### src/rtl/csv_field_splitter_top_defines.svh
// Assertion helpers shared by the splitter RTL.
// Each check is disabled while reset is high.
`ifndef CSV_FIELD_SPLITTER_TOP_DEFINES_SVH
`define CSV_FIELD_SPLITTER_TOP_DEFINES_SVH

`ifndef SYNTHESIS
// Same-cycle implication.
`define CFS_ASSERT_IMPLY(label, clk, rst, ante, cons) \
   label: assert property (@(posedge clk) disable iff (rst) (ante) |-> (cons)) \
      else $error("cfs check failed");
// Next-cycle implication.
`define CFS_ASSERT_NEXT(label, clk, rst, ante, cons) \
   label: assert property (@(posedge clk) disable iff (rst) (ante) |=> (cons)) \
      else $error("cfs check failed");
`else
`define CFS_ASSERT_IMPLY(label, clk, rst, ante, cons)
`define CFS_ASSERT_NEXT(label, clk, rst, ante, cons)
`endif

`endif

### src/rtl/cfs_pkg.sv
`timescale 1ns / 1ps
package cfs_pkg;

   localparam logic [7:0] QUOTE_CHAR = 8'h22;
   localparam logic [7:0] SEP_RESET  = 8'd44;

   // Parser phase, one-hot
   typedef enum logic [3:0] {
      PH_START = 4'b0001,
      PH_IN    = 4'b0010,
      PH_PEND  = 4'b0100,
      PH_SKIP  = 4'b1000
   } phase_type;

   // One line byte
   typedef struct packed {
      logic [7:0] line_char;
      logic       is_last_of_line;
   } item_type;

   // One result item
   typedef struct packed {
      logic [7:0] field_char;
      logic       char_valid;
      logic       field_end;
      logic       field_error;
      logic       line_end;
   } result_type;

endpackage

### src/rtl/cfs_in_reg.sv
`timescale 1ns / 1ps
module cfs_in_reg (
   input  logic              clock,
   input  logic              reset,
   input  logic              req_valid,
   output logic              req_ready,
   input  logic [7:0]        req_line_char,
   input  logic              req_is_last_of_line,
   input  logic              advance,
   output logic              item_valid,
   output cfs_pkg::item_type item
);

   logic              valid_ff;
   logic              valid_in;
   cfs_pkg::item_type item_ff;

   // Slot is free when empty or when its item moves on this cycle
   assign req_ready = !valid_ff || advance;
   assign valid_in  = req_ready ? req_valid : valid_ff;

   always_ff @(posedge clock) begin
      if (reset) begin
         valid_ff <= 1'b0;
      end else begin
         valid_ff <= valid_in;
      end
   end

   // Payload, no reset
   always_ff @(posedge clock) begin
      if (req_valid && req_ready) begin
         item_ff.line_char       <= req_line_char;
         item_ff.is_last_of_line <= req_is_last_of_line;
      end
   end

   assign item_valid = valid_ff;
   assign item       = item_ff;

endmodule

### src/rtl/cfs_parse_core.sv
`timescale 1ns / 1ps
`include "csv_field_splitter_top_defines.svh"
module cfs_parse_core (
   input  logic                clock,
   input  logic                reset,
   input  logic                csr_wr_en,
   input  logic [7:0]          csr_wr_data,
   input  logic                advance,
   input  cfs_pkg::item_type   item,
   output cfs_pkg::result_type result,
   output logic                has_result
);

   cfs_pkg::phase_type phase_ff, phase_in;
   logic               quoted_ff, quoted_in;
   logic [7:0]         sep_ff;
   logic               body;
   logic               is_quote;
   logic               is_sep;
   logic               last;
   logic [7:0]         ch;
   logic               cv, fe, er;

   assign is_quote = (item.line_char == cfs_pkg::QUOTE_CHAR);
   assign is_sep   = (item.line_char == sep_ff);
   assign last     = item.is_last_of_line;

   // Next state and result for the byte in the input register
   always_comb begin
      phase_in  = phase_ff;
      quoted_in = quoted_ff;
      body      = 1'b0;
      ch        = 8'd0;
      cv        = 1'b0;
      fe        = 1'b0;
      er        = 1'b0;

      unique case (phase_ff)
         cfs_pkg::PH_IN: begin
            body = 1'b1;
         end
         cfs_pkg::PH_PEND: begin
            // byte after a quote: doubled quote, close, or error
            if (is_quote) begin
               ch       = cfs_pkg::QUOTE_CHAR;
               cv       = 1'b1;
               phase_in = cfs_pkg::PH_IN;
            end else if (is_sep) begin
               fe       = 1'b1;
               phase_in = cfs_pkg::PH_START;
            end else begin
               er       = 1'b1;
               phase_in = cfs_pkg::PH_SKIP;
            end
         end
         cfs_pkg::PH_SKIP: begin
         end
         default: begin
            // field start; opening quote is not content
            if (is_quote) begin
               quoted_in = 1'b1;
               phase_in  = cfs_pkg::PH_IN;
            end else begin
               quoted_in = 1'b0;
               body      = 1'b1;
            end
         end
      endcase

      // Field body byte
      if (body) begin
         if (!quoted_in && is_sep) begin
            fe       = 1'b1;
            phase_in = cfs_pkg::PH_START;
         end else if (!is_quote) begin
            ch       = item.line_char;
            cv       = 1'b1;
            phase_in = cfs_pkg::PH_IN;
         end else if (last) begin
            if (quoted_in) begin
               fe = 1'b1;
            end else begin
               er = 1'b1;
            end
         end else begin
            phase_in = cfs_pkg::PH_PEND;
         end
      end

      // Line end closes the open field and resets the parser
      if (last) begin
         if (!er && (phase_ff != cfs_pkg::PH_SKIP)) begin
            fe = 1'b1;
         end
         phase_in  = cfs_pkg::PH_START;
         quoted_in = 1'b0;
      end
   end

   assign result.field_char  = ch;
   assign result.char_valid  = cv;
   assign result.field_end   = fe;
   assign result.field_error = er;
   assign result.line_end    = last;
   assign has_result         = cv || fe || er || last;

   // Parser state
   always_ff @(posedge clock) begin
      if (reset) begin
         phase_ff  <= cfs_pkg::PH_START;
         quoted_ff <= 1'b0;
      end else if (advance) begin
         phase_ff  <= phase_in;
         quoted_ff <= quoted_in;
      end
   end

   // Separator register
   always_ff @(posedge clock) begin
      if (reset) begin
         sep_ff <= cfs_pkg::SEP_RESET;
      end else if (csr_wr_en) begin
         sep_ff <= csr_wr_data;
      end
   end

   `CFS_ASSERT_IMPLY(a_err_not_end, clock, reset, advance && er, !fe)
   `CFS_ASSERT_NEXT(a_line_resets, clock, reset, advance && last,
      (phase_ff == cfs_pkg::PH_START) && !quoted_ff)

endmodule

### src/rtl/cfs_out_reg.sv
`timescale 1ns / 1ps
module cfs_out_reg (
   input  logic                clock,
   input  logic                reset,
   input  logic                load,
   input  cfs_pkg::result_type result,
   output logic                rsp_valid,
   input  logic                rsp_ready,
   output logic [7:0]          rsp_field_char,
   output logic                rsp_char_valid,
   output logic                rsp_field_end,
   output logic                rsp_field_error,
   output logic                rsp_line_end
);

   logic                valid_ff;
   logic                valid_in;
   cfs_pkg::result_type result_ff;

   // Load wins; otherwise a taken item empties the register
   assign valid_in = load || (valid_ff && !rsp_ready);

   always_ff @(posedge clock) begin
      if (reset) begin
         valid_ff <= 1'b0;
      end else begin
         valid_ff <= valid_in;
      end
   end

   always_ff @(posedge clock) begin
      if (load) begin
         result_ff <= result;
      end
   end

   assign rsp_valid       = valid_ff;
   assign rsp_field_char  = result_ff.field_char;
   assign rsp_char_valid  = result_ff.char_valid;
   assign rsp_field_end   = result_ff.field_end;
   assign rsp_field_error = result_ff.field_error;
   assign rsp_line_end    = result_ff.line_end;

endmodule

### src/rtl/csv_field_splitter_top.sv
`timescale 1ns / 1ps
`include "csv_field_splitter_top_defines.svh"
// Splits text lines into fields, one line byte per item, and streams the
// unescaped field bytes out. Throughput is one item per clock while the
// result register is not stalled; a result passes from the input register
// through the parse logic into the result register. Items that produce
// nothing, such as an opening quote or bytes skipped after an error, are
// consumed without a result. The parser phase and the quoted flag update
// once per item, in the same cycle that item leaves the input register,
// which is what sets the one-item-per-cycle rate. Write the separator only
// while the block is idle; it is comma after reset.
module csv_field_splitter_top (
   input  logic       clock,
   input  logic       reset,
   input  logic       csr_wr_en,
   input  logic [7:0] csr_wr_data,
   input  logic       req_valid,
   output logic       req_ready,
   input  logic [7:0] req_line_char,
   input  logic       req_is_last_of_line,
   output logic       rsp_valid,
   input  logic       rsp_ready,
   output logic [7:0] rsp_field_char,
   output logic       rsp_char_valid,
   output logic       rsp_field_end,
   output logic       rsp_field_error,
   output logic       rsp_line_end
);

   logic                item_valid;
   cfs_pkg::item_type   item;
   cfs_pkg::result_type result;
   logic                has_result;
   logic                advance;

   // Item moves on unless its result would overwrite a stalled one
   assign advance = item_valid && (!has_result || !rsp_valid || rsp_ready);

   cfs_in_reg u_in_reg (
      .clock               (clock),
      .reset               (reset),
      .req_valid           (req_valid),
      .req_ready           (req_ready),
      .req_line_char       (req_line_char),
      .req_is_last_of_line (req_is_last_of_line),
      .advance             (advance),
      .item_valid          (item_valid),
      .item                (item)
   );

   cfs_parse_core u_parse_core (
      .clock       (clock),
      .reset       (reset),
      .csr_wr_en   (csr_wr_en),
      .csr_wr_data (csr_wr_data),
      .advance     (advance),
      .item        (item),
      .result      (result),
      .has_result  (has_result)
   );

   cfs_out_reg u_out_reg (
      .clock           (clock),
      .reset           (reset),
      .load            (advance && has_result),
      .result          (result),
      .rsp_valid       (rsp_valid),
      .rsp_ready       (rsp_ready),
      .rsp_field_char  (rsp_field_char),
      .rsp_char_valid  (rsp_char_valid),
      .rsp_field_end   (rsp_field_end),
      .rsp_field_error (rsp_field_error),
      .rsp_line_end    (rsp_line_end)
   );

   `CFS_ASSERT_IMPLY(a_stall_cause, clock, reset, !req_ready, rsp_valid && !rsp_ready)
   `CFS_ASSERT_IMPLY(a_char_zero, clock, reset, rsp_valid && !rsp_char_valid,
      rsp_field_char == 8'd0)

endmodule
### config.mk
export PLATFORM = sky130hd
export DESIGN_NAME = csv_field_splitter_top
export DESIGN_NICKNAME = d
export VERILOG_FILES = /design/src/rtl/cfs_pkg.sv /design/src/rtl/cfs_in_reg.sv /design/src/rtl/cfs_parse_core.sv /design/src/rtl/cfs_out_reg.sv /design/src/rtl/csv_field_splitter_top.sv
export VERILOG_INCLUDE_DIRS = /design/src /design/src/rtl
export SDC_FILE = /design/constraint.sdc
export NUM_CORES = 1
export LEC_CHECK = 0
export ABC_AREA = 1
export BUFFER_PORTS_ARGS = -buffer_cell sky130_fd_sc_hd__clkbuf_2
export CORE_MARGIN = 1
export CORE_UTILIZATION = 52
export DETAILED_ROUTE_END_ITERATION = 6
export PLACE_DENSITY = 0.86
export SYNTH_ARGS = -nofsm -noshare
export SYNTH_HDL_FRONTEND = slang
export SYNTH_SLANG_ARGS = --single-unit
### constraint.sdc
create_clock -name clock -period 7.25 [get_ports clock]
set_clock_uncertainty 0.2 [all_clocks]
set_input_delay 1.0875 -clock clock [delete_from_list [all_inputs] [get_ports clock]]
set_output_delay 1.0875 -clock clock [all_outputs]
set_load 0.02 [all_outputs]
# Yosys cells after proc, flatten, opt, wreduce, memory -nomap -nowiden
# Cells that the tools add are included.
[classes]
addsub = 0
multipliers = 0
div_mod_pow = 0
magnitude_cmp = 0
eq_ne = 7
shift = 0
n_mux = 40
bitwise_logic = 0
reduce_logical = 24
[ops]
columns = ["op", "n"]
rows = [
  ["2-to-1 mux 8 bit", 4],
  ["2-to-1 mux 1 bit", 26],
  ["2-to-1 mux 4 bit", 6],
  ["equality test 8 x 6 -> 1 bit, second input constant", 1],
  ["equality test 8 bit", 1],
  ["case mux 4 bit (2 select lines)", 1],
  ["logical OR 1 bit", 7],
  ["logical AND 1 bit", 6],
  ["logical NOT 1 bit", 6],
  ["2-to-1 mux 6 bit", 1],
  ["equality test 4 x 2 -> 1 bit, second input constant", 1],
  ["equality test 4 x 3 -> 1 bit, second input constant", 1],
  ["equality test 4 bit, second input constant", 1],
  ["inequality test 4 bit, second input constant", 1],
  ["nonzero test 4 bit", 1],
  ["OR reduction 2 bit", 2],
  ["2-to-1 mux 3 bit", 1],
  ["inequality test 3 x 1 -> 1 bit, second input constant", 1],
  ["AND reduction 3 bit", 1],
  ["OR reduction 3 bit", 1],
  ["case mux 1 bit (2 select lines)", 1],
]
[word_totals]
register_bits = 36
latchBits = 0
ram_bits = 0
mem_bits_ro = 0
wordCells = 83
n_memories = 0

# Depth between registers and ports, before layout
# Gate-level depths: netlist of run 1.
[depth]
ltp_word = 22
depth_mapped = 17

# Modules after synthesis
# From an unflattened synthesis of run 1, not the netlist that was laid out.
[hier_totals]
cells_unflattened = 228
area_unflattened_um2 = 1836.8
[by_module_without_submodules]
columns = ["module", "n_inst", "cells_per_inst", "area_per_inst_um2", "seq_area_each_um2"]
rows = [
  ["cfs_parse_core", 1, 190, 1084.8, 260.2],
  ["cfs_out_reg", 1, 17, 400.4, 380.4],
  ["cfs_in_reg", 1, 15, 317.8, 290.3],
  ["csv_field_splitter_top", 1, 6, 33.8, 0.0],
]

# Worst setup path after synthesis of run 1
# Ideal clock, no wire load.
[synth_path]
kind = "input-to-output"
from = "input port rsp_ready"
to = "output port req_ready"
arrival_ps = 1543
slack_ps = 4419
stages = 2
path_buffers = 0
path_cell_list = "nor2_1 -> nand3_2"
[synth_between]
elab_chain_cells = 3
[synth_rtl]
columns = ["element", "line", "source"]
rows = [
  ["start, declared", "csv_field_splitter_top.sv:22", "input logic rsp_ready,"],
  ["logical OR 1 bit", "csv_field_splitter_top.sv:37", "assign advance = item_valid && (!has_result || !rsp_valid || rsp_ready);"],
  ["logical AND 1 bit", "csv_field_splitter_top.sv:37", ""],
  ["logical OR 1 bit", "cfs_in_reg.sv:19", "assign req_ready = !valid_ff || advance;"],
  ["end, declared", "csv_field_splitter_top.sv:18", "output logic req_ready,"],
]
# Every way passes these cells.

# Worst setup path after layout of run 1
[layout_path]
from = "register u_in_reg.item_ff (netlist bit u_in_reg.item[5])"
to = "output port req_ready"
[layout_between]
elab_chain_cells = 21
word_cells_on_any_way = 40
classes_between = "eq/ne (2); mux (26); reduce/logical (12)"
[layout_rtl]
columns = ["element", "line", "source"]
rows = [
  ["start, declared", "cfs_in_reg.sv:16", "cfs_pkg::item_type item_ff;"],
  ["equality test 8 bit", "cfs_parse_core.sv:25", "assign is_sep = (item.line_char == sep_ff);"],
  ["2-to-1 mux 1 bit", "cfs_parse_core.sv:48", "end else if (is_sep) begin"],
  ["2-to-1 mux 1 bit", "cfs_parse_core.sv:44", "if (is_quote) begin"],
  ["2-to-1 mux 1 bit", "cfs_parse_core.sv:38", "unique case (phase_ff)"],
  ["2-to-1 mux 1 bit", "cfs_parse_core.sv:80", "if (quoted_in) begin"],
  ["2-to-1 mux 1 bit", "cfs_parse_core.sv:79", "end else if (last) begin"],
  ["2-to-1 mux 1 bit", "cfs_parse_core.sv:75", "end else if (!is_quote) begin"],
  ["2-to-1 mux 1 bit", "cfs_parse_core.sv:72", "if (!quoted_in && is_sep) begin"],
  ["[3 not listed]", "n/a", ""],
  ["2-to-1 mux 1 bit", "cfs_parse_core.sv:92", "if (!er && (phase_ff != cfs_pkg::PH_SKIP)) begin"],
  ["2-to-1 mux 1 bit", "cfs_parse_core.sv:91", "if (last) begin"],
  ["logical OR 1 bit", "cfs_parse_core.sv:105", "assign has_result = cv || fe || er || last;"],
  ["logical OR 1 bit (*) (2 in series)", "cfs_parse_core.sv:105", ""],
  ["logical NOT 1 bit (*)", "csv_field_splitter_top.sv:37", ""],
  ["logical OR 1 bit (*) (2 in series)", "csv_field_splitter_top.sv:37", ""],
  ["logical AND 1 bit (*)", "csv_field_splitter_top.sv:37", ""],
  ["logical OR 1 bit (*)", "cfs_in_reg.sv:19", ""],
]
# Every way passes the cells marked *; elsewhere a longest branch is shown, timed or not.

==> results of run 1 <==
-- routing by layer --
layer  global-route usage (%)  wire (um)
met1                     27.0       1610
met2                     29.0       1350
met3                     5.67        150
met4                     6.67         31
met5                        0          0
-- cell families (layout without fill, tap and decap cells) --
logic type | count (synthesis) | in the layout | share of synthesized area [%]
AO/OA/AOI/OAI | 21 | 21 | 6.23
XOR/XNOR | 5 | 5 | 2.37
buffers and inverters | 33 | 74 | 6.77
AND/OR/NAND/NOR | 120 | 120 | 34.3
flip-flops | 36 | 36 | 50.4
-- critical path, stage by stage (launching register included) --
cell	delay (ns)
edfxtp_1	0.45
inv_2	0.10
nand2_1	0.06
nor2_2	0.14
nand2_4	0.09
nand3_2	0.10
nand2_2	0.13
nand3_4	0.18
nand3_4	0.09
nor2_4	0.11
nand3_4	0.11
nand3_2	0.10
clkbuf_2	0.17
-- cell type report --
class | instances | area [um^2] | share of cell area (%)
Sequential cell | 36 | 931 | 43.8
Clock inverter | 1 | 8.76 | 0.412
Inverter | 31 | 116 | 5.47
Timing Repair Buffer | 35 | 175 | 8.24
Multi-Input combinational cell | 146 | 792 | 37.3
Tap cell | 46 | 57.6 | 2.71
Clock buffer | 7 | 45.0 | 2.12
-- registers in the layout, summed over array words and instances (netlist names) --
register,cells
u_in_reg.item,9
u_out_reg.rsp_field_char,8
u_parse_core.sep_ff,8
u_parse_core.phase_ff,4
u_in_reg.item_valid,1
u_out_reg.rsp_char_valid,1
u_out_reg.rsp_field_end,1
u_out_reg.rsp_field_error,1
u_out_reg.rsp_line_end,1
u_out_reg.rsp_valid,1
u_parse_core.quoted_ff,1
-- worst paths after layout --
path / slack, ns / end / from
max: 3.81 / req_ready / u_in_reg.item[5]
min: 0.28 / u_parse_core.quoted_ff / u_parse_core.quoted_ff
max reg2reg: 4.61 / u_out_reg.rsp_line_end / u_in_reg.item[5]
min reg2reg: 0.28 / u_parse_core.quoted_ff / u_parse_core.quoted_ff
-- power by group through the flow --
stage	clock network (mW)	registers, mW	logic [mW]
floorplan	0	0.246	0.0388
CTS	0.106	0.239	0.0596
finish	0.101	0.239	0.0593
detailed placement	0	0.243	0.0592
global route	0.111	0.241	0.0675
global placement	0	0.243	0.0584
-- synth_stat cells, types with 5 or more instances --
| library cell | number | area (um^2) |
|---|---|---|
| inv_1 | 24 | 90.1 |
| nor2_2 | 7 | 43.8 |
| nand3_2 | 5 | 50.1 |
| nor2_1 | 26 | 97.6 |
| a21oi_1 | 10 | 50.1 |
| nand3_1 | 9 | 45.0 |
| edfxtp_1 | 21 | 631 |
| nand2_1 | 54 | 203 |
| o21ai_0 | 9 | 45.0 |
| inv_2 | 7 | 26.3 |
| dfxtp_1 | 15 | 300 |
==> flow_metrics.tcl, run 1 <==
set metrics [dict create \
    status "finished clean" \
    avgRoutedWirePerCell_um 10.4 \
    period_minus_slack_ns 3.44 \
    clockPowerShare_pct 25.3 \
    p_int_mw 0.291 \
    grt_pass1_wl_um 5260 \
    p_sw_share_pct 27.1 \
    area_growth_syn_to_layout_pct 15.0 \
    cts.hold.buffers_added 0 \
    track_usage_pct 19.4 \
    clk_transition_reported_paths_ns 0.11 \
    layout_setup_ws_ns 3.81 \
    finalWirelength_um 3140 \
    antenna_found_initial 0 \
    required_ns 5.96 \
    cts_tree "done" \
    via_count 1439 \
    combPwrFrac_pct 14.9 \
    synth_edf_count 21 \
    async_flop_share_pct 0 \
    power_switching_mw 0.108 \
    maxSlewViolCount 0 \
    cts_resized 0 \
    ctsHtreeMaxLevel 2 \
    finalSetupViolations 0 \
    dr.pass1.iters 4 \
    cts_setup_buffers 0 \
    die_x_um 61.6 \
    yosysSeqAreaShare_pct 50.4 \
    nNetsFinal 277 \
    placed_cells 294 \
    nFillCells 323 \
    pwr-share-seq_pct 59.8 \
    cts.sinks 36 \
    routabilityCongestion 0.955 \
    timing.setup.tns_ns 0 \
    clk_path_buf_depth 2 \
    finish.utilization_pct 63.2 \
    final_antenna_net_count 0 \
    dp_slack_ns 4.18 \
    netlist_area_um2 1850 \
    final_hold_viol_count 0 \
    hold_path_depth 2 \
    ff2ff_path_depth 13 \
    vias_per_cell 4.76 \
    cts_made_buffers 5 \
    post_synth.cell_area_avg_um2 8.60 \
    layout_commonest_cell "nand2_1" \
    fin_cells 302 \
    timing.final.crit_share_pct 47.4 \
    first_global_vias 1223 \
    tightestPinTransition_ns 0.416 \
    start_kind "register" \
    globalRouteOverflowTotal 0 \
    synth_fp_nets 237 \
    finalPower_mw 0.399 \
    die-area_um2 3800 \
    hpwl_um 2510 \
    synth_seq_cells 36 \
    grt_start_max_net_pins 13 \
    core.rowCount 21 \
    ys_types 23 \
    antennaDiodeCount 0 \
    core_um2 3360 \
    io_pins 36 \
    initial_core_util_pct 54.9 \
    p_leak_nw 1.00 \
    post-route-cell-area_um2 2130 \
    drv_cap 0 \
    dpl_cell_area_um2 2070 \
    clk_latency_ns 0.33 \
    ys_warn_count 0 \
    critPathKind "register to output pin" \
    endpoint_kind "output pin" \
    drtIter0Drc 35 \
    cts.root.buffer_cell "clkbuf_4" \
    rsz0062_at_grt "no" \
    holdWs_ns 0.281 \
    mostFrequentLayoutCells "nand2_1, clkbuf_2, nor2_1" \
    layout-drive-gt1-share_pct 29.7 \
    hp-class "register to register" \
    cp.arrival_ns 2.15 \
    die_h_um 61.6 \
    peakVddDrop_mv 0.125 \
    clock.fmax_mhz 291 \
    postSynthCellCount 215 \
    slew_headroom_pct 72.2 \
    ys.flop_type "edfxtp_1" \
    drc 0 \
    critPathMaxFanout 9 \
    io_buffer_count 35 \
    pwr_density_cell_nw_per_um2 188 \
]
Note: power is estimated with default switching activity, not from simulation.
==> run 2, diff against run 1 <==
Settings changed: ABC_AREA 1 to 0, CORE_UTILIZATION 52 to 49, PLACE_DENSITY 0.86 to 0.85.
Clock period 7.25 ns to 2.8 ns, I/O delays scaled along.
==> flow_metrics.tcl, run 2 <==
set metrics [dict create \
    grt_start_max_net_pins 14 \
    timing.setup.tns_ns -0.0395 \
    avgRoutedWirePerCell_um 15.3 \
    cts_tree "done" \
    die-area_um2 3860 \
    yosysSeqAreaShare_pct 52.6 \
    cts.root.buffer_cell "clkbuf_4" \
    mostFrequentLayoutCells "clkbuf_2, buf_4, edfxtp_1" \
    cts.sinks 36 \
    die_x_um 62.1 \
    tightestPinTransition_ns 0.513 \
    layout_setup_ws_ns -0.0395 \
    drc 0 \
    cp.arrival_ns 2.22 \
    netlist_area_um2 1770 \
    antenna_found_initial 0 \
    crit_family "simple AND/OR/NAND/NOR gates" \
    p_leak_nw 0.892 \
    fin_cells 264 \
    layout_commonest_cell "clkbuf_2" \
    synth_top_cell_by_area "edfxtp_1" \
    yosysMostFrequentCell "edfxtp_1" \
    grt_pass1_wl_um 6270 \
    rsz0062_at_grt "yes" \
    async_flop_share_pct 0 \
    routabilityCongestion 0.951 \
    peakVddDrop_mv 0.425 \
    vias_per_cell 5.56 \
    synth_edf_count 21 \
    dp_slack_ns 0.137 \
    post-route-cell-area_um2 2290 \
    yosys.area.top_type_share_pct 35.6 \
    placed_cells 242 \
    drtIter0Drc 52 \
    dpl_cell_area_um2 2020 \
    via_count 1468 \
    finalSetupViolations 1 \
    period_minus_slack_ns 2.84 \
    die_h_um 62.1 \
    slowest_stage "or4b_4" \
    cts.hold.buffers_added 0 \
    clk_path_buf_depth 2 \
    clk_latency_ns 0.35 \
    ys_warn_count 0 \
    clk_transition_reported_paths_ns 0.11 \
    ff2ff_setup_slack_ns 0.15 \
    synth_fp_nets 182 \
    largest_reg_flops 9 \
    drv_cap 0 \
    ys.flop_type "edfxtp_1" \
    area_growth_syn_to_layout_pct 29.3 \
    synth_seq_cells 36 \
    yosys-top-cells-count "edfxtp_1, dfxtp_1, nand2_1, nor2_1" \
    hpwl_um 2620 \
    critPathKind "register to output pin" \
    core_um2 3390 \
    holdWs_ns 0.0377 \
    hp-class "input port to register" \
    nFillCells 227 \
    initial_core_util_pct 52.2 \
    final_antenna_net_count 0 \
    timing.final.crit_share_pct 101 \
    post_synth.cell_area_avg_um2 11.1 \
    core.rowCount 21 \
    nNetsFinal 239 \
    critPathMaxFanout 3 \
    ys_types 46 \
    worst-path-buf-inv 1 \
    track_usage_pct 20.8 \
    dr.pass1.iters 4 \
    maxSlewViolCount 0 \
    cpPeakStageDelay_ns 0.60 \
    ctsHtreeMaxLevel 2 \
    first_global_vias 1338 \
    antennaDiodeCount 0 \
    start_kind "register" \
    pwr_density_cell_nw_per_um2 482 \
    final_hold_viol_count 0 \
    path_cells "or4b_4 > nor2_4 > o221ai_2 > a21boi_4 > o211ai_1 > buf_4" \
    status "finished, violations left" \
    postSynthCellCount 160 \
    finalWirelength_um 4050 \
    globalRouteOverflowTotal 0 \
    endpoint_kind "output pin" \
    layout-drive-gt1-share_pct 38.5 \
    required_ns 2.18 \
    cts_made_buffers 5 \
    failed_checks "negative setup slack" \
    io_buffer_count 35 \
    slew_headroom_pct 65.3 \
    synth_area_leaders "edfxtp_1, dfxtp_1, mux2i_1" \
    io_pins 36 \
    clock.fmax_mhz 352 \
]
## run 2: changes by cell type after synthesis, moves of 6 or more
cell / change
nand2_1: -42
and2_1: +7
xnor2_1: +6
nand3_1: -8
inv_1: -16
inv_2: -7
nor2_2: -7
mux2i_1: +9
nor2_1: -15
nor3_1: +6
## run 2: per-stage QoR
step / util (%) / total power [mW]
final: 67.5 / 1.10
after global routing: 67.5 / 1.15
after CTS: 65.9 / 1.10
after detailed placement: 59.7 / 0.730
after global placement: 59.7 / 0.727
after floorplan: - / 0.690
## run 2: final timing paths
path,end,depth (start not counted),startpoint
worst min register to register,u_parse_core.sep_ff[3],2,u_parse_core.sep_ff[3]
worst max-delay path,req_ready,6,u_in_reg.item[5]
worst max register to register,u_parse_core.phase_ff[3],9,u_in_reg.item[8]
worst min-delay path,u_in_reg.item[4],1,req_line_char[3]
## run 2: timing repair
action,CTS,global route
gates resized for setup,11,7
pin swaps,2,5
setup endpoints to repair,1,5
buffers inserted,11,3
hold endpoints to repair,0,0
## run 2: logic make-up (layout without fill, tap and decap cells)
kind of cell	Yosys count	after routing	share of synthesized area, %
AO/OA/AOI/OAI	31	31	13.3
XOR/XNOR	10	10	4.95
buffers and inverters	14	72	3.60
flip-flops	36	36	52.6
multiplexers	10	10	5.94
AND/OR/NAND/NOR	59	59	19.6
## run 2: per-layer routing
layer	global-route usage [%]	up-vias	share of wire [%]
met3	5.15	11	6.7
met2	34.1	78	48
li1	-	701	-
met4	7.85	0	2.4
met5	0	-	0
met1	26.6	678	43
## run 2: area by class of cell
type,instances,area [um^2],share of cell area [%]
multi-input combinational,110,857,37.5
tap,46,57.6,2.52
sequential,36,932,40.7
timing repair buffer,56,335,14.7
clock buffer,6,41.3,1.80
inverter,8,30.0,1.31
clock inverter,2,35.0,1.53
## run 2: power by group
part | internal (mW) | switching, mW
clock | 0.187 | 0.173
sequential | 0.588 | 0.0196
combinational | 0.0635 | 0.0723
total | 0.839 | 0.265
